--- config.mk ---
export PLATFORM = sky130hd
export DESIGN_NAME = fcbb_ctrl
export DESIGN_NICKNAME = d
export VERILOG_FILES = /design/src/design/fcbb_pkg.sv /design/src/design/fcbb_ctrl.sv
export SDC_FILE = /design/constraint.sdc
export NUM_CORES = 1
export LEC_CHECK = 0
export ABC_AREA = 1
export BUFFER_PORTS_ARGS = -buffer_cell sky130_fd_sc_hd__buf_2
export CAP_MARGIN = 20
export CORE_MARGIN = 1.5
export CORE_UTILIZATION = 40
export DETAILED_ROUTE_END_ITERATION = 6
export GPL_ROUTABILITY_DRIVEN = 0
export HOLD_SLACK_MARGIN = 0.02
export PLACE_DENSITY = 0.71
export SYNTH_ARGS = -nofsm -noshare
export SYNTH_HDL_FRONTEND = slang
export SYNTH_SLANG_ARGS = --single-unit
--- constraint.sdc ---
create_clock -name i_clk -period 1.4 [get_ports i_clk]
set_clock_uncertainty 0.2 [all_clocks]
set_input_delay 0.28 -clock i_clk [delete_from_list [all_inputs] [get_ports i_clk]]
set_output_delay 0.28 -clock i_clk [all_outputs]
set_load 0.03 [all_outputs]
--- src/design/fcbb_pkg.sv ---
`default_nettype none

package fcbb_pkg;

    // Fixed field widths of the request and result words.
    localparam int KEY_W    = 48;
    localparam int HANDLE_W = 64;
    localparam int SIZE_W   = 24;
    localparam int STATUS_W = 3;
    localparam int EVN_W    = 7;
    localparam int WORD_W   = 32;

    // Result status codes.
    typedef enum logic [STATUS_W-1:0] {
        ST_HIT       = 3'd0,
        ST_MISS      = 3'd1,
        ST_INSERTED  = 3'd2,
        ST_PRESENT   = 3'd3,
        ST_TOO_LARGE = 3'd4
    } t_status;

    // Controller states, one-hot.
    typedef enum logic [6:0] {
        S_IDLE  = 7'b0000001,
        S_MATCH = 7'b0000010,
        S_LOOK  = 7'b0000100,
        S_HITRD = 7'b0001000,
        S_EVICT = 7'b0010000,
        S_WRITE = 7'b0100000,
        S_DONE  = 7'b1000000
    } t_state;

    // Commands from the controller to the datapath.
    typedef struct packed {
        logic    ld_req;
        logic    rd_hit;
        logic    cnt_hit;
        logic    cnt_miss;
        logic    cap_found;
        logic    res_we;
        t_status res_status;
        logic    evict;
        logic    insert;
        logic    ld_out;
    } t_cmd;

    // Status from the datapath to the controller.
    typedef struct packed {
        logic req_type;
        logic hit;
        logic too_large;
        logic need_evict;
        logic full;
        logic empty;
        logic out_free;
    } t_stat;

endpackage

`default_nettype wire

--- src/design/fcbb_ctrl.sv ---
`default_nettype none

module fcbb_ctrl (
    input  logic           i_clk,
    input  logic           i_rst_n,
    input  logic           i_valid,
    output logic           o_ready,
    input  fcbb_pkg::t_stat i_stat,
    output fcbb_pkg::t_cmd  o_cmd
);

    import fcbb_pkg::*;

    t_state r_state;
    t_state n_state;
    t_cmd   w_cmd;

    // Next state and command decode.
    always_comb begin
        n_state = r_state;
        w_cmd   = '0;
        w_cmd.res_status = ST_MISS;
        case (r_state)
            S_IDLE: begin
                if (i_valid) begin
                    w_cmd.ld_req = 1'b1;
                    n_state      = S_MATCH;
                end
            end
            S_MATCH: begin
                n_state = S_LOOK;
            end
            S_LOOK: begin
                if (!i_stat.req_type) begin
                    if (i_stat.hit) begin
                        w_cmd.rd_hit  = 1'b1;
                        w_cmd.cnt_hit = 1'b1;
                        n_state       = S_HITRD;
                    end else begin
                        w_cmd.cnt_miss   = 1'b1;
                        w_cmd.res_we     = 1'b1;
                        w_cmd.res_status = ST_MISS;
                        n_state          = S_DONE;
                    end
                end else if (i_stat.hit) begin
                    w_cmd.res_we     = 1'b1;
                    w_cmd.res_status = ST_PRESENT;
                    n_state          = S_DONE;
                end else if (i_stat.too_large) begin
                    w_cmd.res_we     = 1'b1;
                    w_cmd.res_status = ST_TOO_LARGE;
                    n_state          = S_DONE;
                end else begin
                    n_state = S_EVICT;
                end
            end
            S_HITRD: begin
                w_cmd.cap_found  = 1'b1;
                w_cmd.res_we     = 1'b1;
                w_cmd.res_status = ST_HIT;
                n_state          = S_DONE;
            end
            S_EVICT: begin
                // Drop the oldest word until the new one fits, then once more if full.
                if (i_stat.need_evict) begin
                    w_cmd.evict = 1'b1;
                end else begin
                    w_cmd.evict = i_stat.full;
                    n_state     = S_WRITE;
                end
            end
            S_WRITE: begin
                w_cmd.insert     = 1'b1;
                w_cmd.res_we     = 1'b1;
                w_cmd.res_status = ST_INSERTED;
                n_state          = S_DONE;
            end
            S_DONE: begin
                if (i_stat.out_free) begin
                    w_cmd.ld_out = 1'b1;
                    n_state      = S_IDLE;
                end
            end
            default: begin
                n_state = S_IDLE;
            end
        endcase
    end

    // State register.
    always_ff @(posedge i_clk) begin
        if (!i_rst_n) begin
            r_state <= S_IDLE;
        end else begin
            r_state <= n_state;
        end
    end

    assign o_cmd   = w_cmd;
    assign o_ready = (r_state == S_IDLE);

endmodule

`default_nettype wire

==> results.cfg <==
[worst_hold_path]
holdPathStages = 3
hold_path_class = in2reg
hold_path.startpoint = i_rst_n
holdPathEnd = r_state[6]

[timing]
slew_violations = 0
tns_ns = -6.23
worstMarginPinSlew_ns = 0.270
hold_viol = 0
post-route-period-util = 1.36
fin_crit_ns = 1.90
fmax_ghz = 0.526
setup_violations = 20
rsz0062_at_grt = true
timing.final.ws_setup_ns = -0.501
relSlewSlack = 0.820

[yosys]
syn_avg_cell_area_um2 = 6.01
synthTopCellsByCount = 18 x nand2_1, 15 x nor2_1, 10 x inv_1, 8 x inv_2, 8 x nand3_1
yosys_warnings = 0
synth-xor-area-share = 0
synthMuxAreaShare = 0
post-synth-top-count-cell = nand2_1
yosysSeqAreaShare = 0.259
synth_top_family_by_area = simple AND/OR/NAND/NOR gates
synth_area_um2 = 541
yosys.area_share.simple = 0.572
async_flop_share = 0
synth_top_cell_area_share = 0.259
synth_compound_area_frac = 0.0185
ys.flop_type = dfxtp_1
synthesis.nets = 100
syn_inst = 90
synth_adder_area_share = 0
synth_area_leaders = dfxtp_1 26%, nand2_1 13%, nor2_1 10%
synth-seq-cells = 7
yosysUniqueCellTypes = 18
synth_edf_count = 0
synth_top_area_cell = dfxtp_1

[clock_tree]
clkSinkCount = 7
path_clk_slew_ns = 0.06
cts_tree = done
cts_htree_levels = 1
cts_made_buffers = 3
cts_buffer_depth = 2
ctsHoldBuffers = 0
cts-root-buf = clkbuf_4
clk_latency_ns = 0.27

[final_layout]
layout.nets = 146
final_area_mm2 = 0.00113
area_growth_pct = 109
regMostFlops = r_state
largest_reg_flops = 7
antenna_cells = 0
drive_gt1_frac = 0.748
num-fill-cells = 64
top_regs = r_state x7

[critical_path]
crit_type = reg2out
r2r_end = r_state[0]
required_ns = 0.92
crit_top_cell = nand2_4
worstSetupStartpointType = flip-flop
worstPathCellList = inv_2 > nand2_4 > nor2_4 > nand2_4 > inv_4 > nand2_4 > nor2_4 > nor3_4 > buf_6
max_stage_delay_ns = 0.33
reg2reg_from = r_state[5]
slowest_stage = dfxtp_2
ff2ff_setup_slack_ns = -0.24
endpoint_kind = output port
crit_fanout = 4
crit_arrival_ns = 1.42
reg2reg_depth = 11

[route]
dr.pass1.iters = 4
wl_um = 2340
via_per_inst = 5.36
ant_nets = 0
drc = 0
avgRoutedWirePerCell_um = 15.6
num_vias = 804
drt_iter0_drc = 30

[floorplan]
floorplan.die_area_mm2 = 0.00158
io-pin-count = 23
core-area_mm2 = 0.00128
start_util = 0.421
dieHeight_um = 39.8
rows = 13
die_w_um = 39.8

[global_route]
overflow = 0
grt_start_max_net_pins = 6
grt_pass1_vias = 657
grt_first_pass_wirelength_um = 2620
grt_usage = 0.256
antenna_found_initial = 0

[pwr]
p_switching_uw = 242
ir_worst_vdd_mv = 0.540
powerDensity_mw_per_mm2 = 578
leakage_uw = 0.000549
p_sw_frac = 0.371
combPwrFrac = 0.372
clkPwrFrac = 0.300
p_int_uw = 411
p_seq_frac = 0.328

[placement]
pre_cts_ws_ns = -0.221
place_area_um2 = 850
dp.final_hpwl_um = 1260
placement.io_buffers = 21

[run_status]
status = complete, but fails checks
violations = setup timing

[job]
cap_violations = 0
==> final cells by class <==
cell class | count | area (um^2) | area share
Clock buffer | 3 | 22.5 | 0.0199
Clock inverter | 1 | 5.00 | 0.00442
Inverter | 19 | 80.1 | 0.0708
Multi-Input combinational cell | 63 | 517 | 0.457
Sequential cell | 7 | 146 | 0.129
Tap cell | 15 | 18.8 | 0.0166
Timing Repair Buffer | 42 | 342 | 0.302
==> repair_timing <==
item                       CTS  global route
buffers inserted             4             0
setup endpoints to repair   18            20
pin swaps                    5            13
gates resized for setup     41            17
==> per-stage QoR <==
| step | hold WS (ns) | util | cells | power [uW] |
|---|---|---|---|---|
| 3_5_place_dp | 0.320 | 0.661 | 142 | 384 |
| 3_3_place_gp | 0.319 | 0.661 | 142 | 379 |
| 2_1_floorplan | 0.178 | - | 90 | 313 |
| 5_1_grt | 0.0713 | 0.880 | 150 | 683 |
| 6_report | 0.0640 | 0.880 | 150 | 654 |
| 4_1_cts | 0.0553 | 0.808 | 150 | 614 |
==> cell usage in the layout, fill, tap and decap left out, drive strengths merged <==
cell and n:
buf 42, dfxtp 7, inv 18, clkinv 1
o21ai 1, nand3 9, a21oi 1, nor4 1
nand2 25, clkbuf 3, nor2 19, nor3 7
clkinvlp 1
==> layer usage <==
metal  wire [um]  GRT usage
met1         820      0.273
met2        1270      0.496
met3         131     0.0511
met4         119     0.0603
met5           0          0
==> worst max-delay path: cells and delay by family (launching register included) <==
family                 cells  cell delay, ns
AND/OR/NAND/NOR            6            0.54
flip-flops                 1            0.33
buffers and inverters      3            0.29
==> power groups by stage <==
stage,clock network [uW],logic [uW],registers (uW)
floorplan,0,97.0,216
global placement,0,163,216
detailed placement,0,168,216
CTS,195,205,214
global route,212,257,214
finish,196,243,214
==> cells by family after synthesis <==
group | count (synthesis)
and+or+nand+nor | 61
buffers and inverters | 20
DFF | 7
AOI/OAI and AO/OA | 2
==> worst max-delay path by stage <==
stage               startpoint       end  slack [ns]  cells after the start
detailed placement  r_state[4]  o_cmd[3]       -0.22                      9
CTS                 r_state[4]  o_cmd[3]       -0.48                      9
finish              r_state[5]  o_cmd[3]       -0.50                      9
global placement    r_state[1]  o_cmd[3]       -0.20                      9
global route        r_state[5]  o_cmd[3]       -0.56                      9
floorplan           r_state[5]  o_cmd[3]       -0.20                      8
Note: power is estimated with default switching activity, not from simulation.
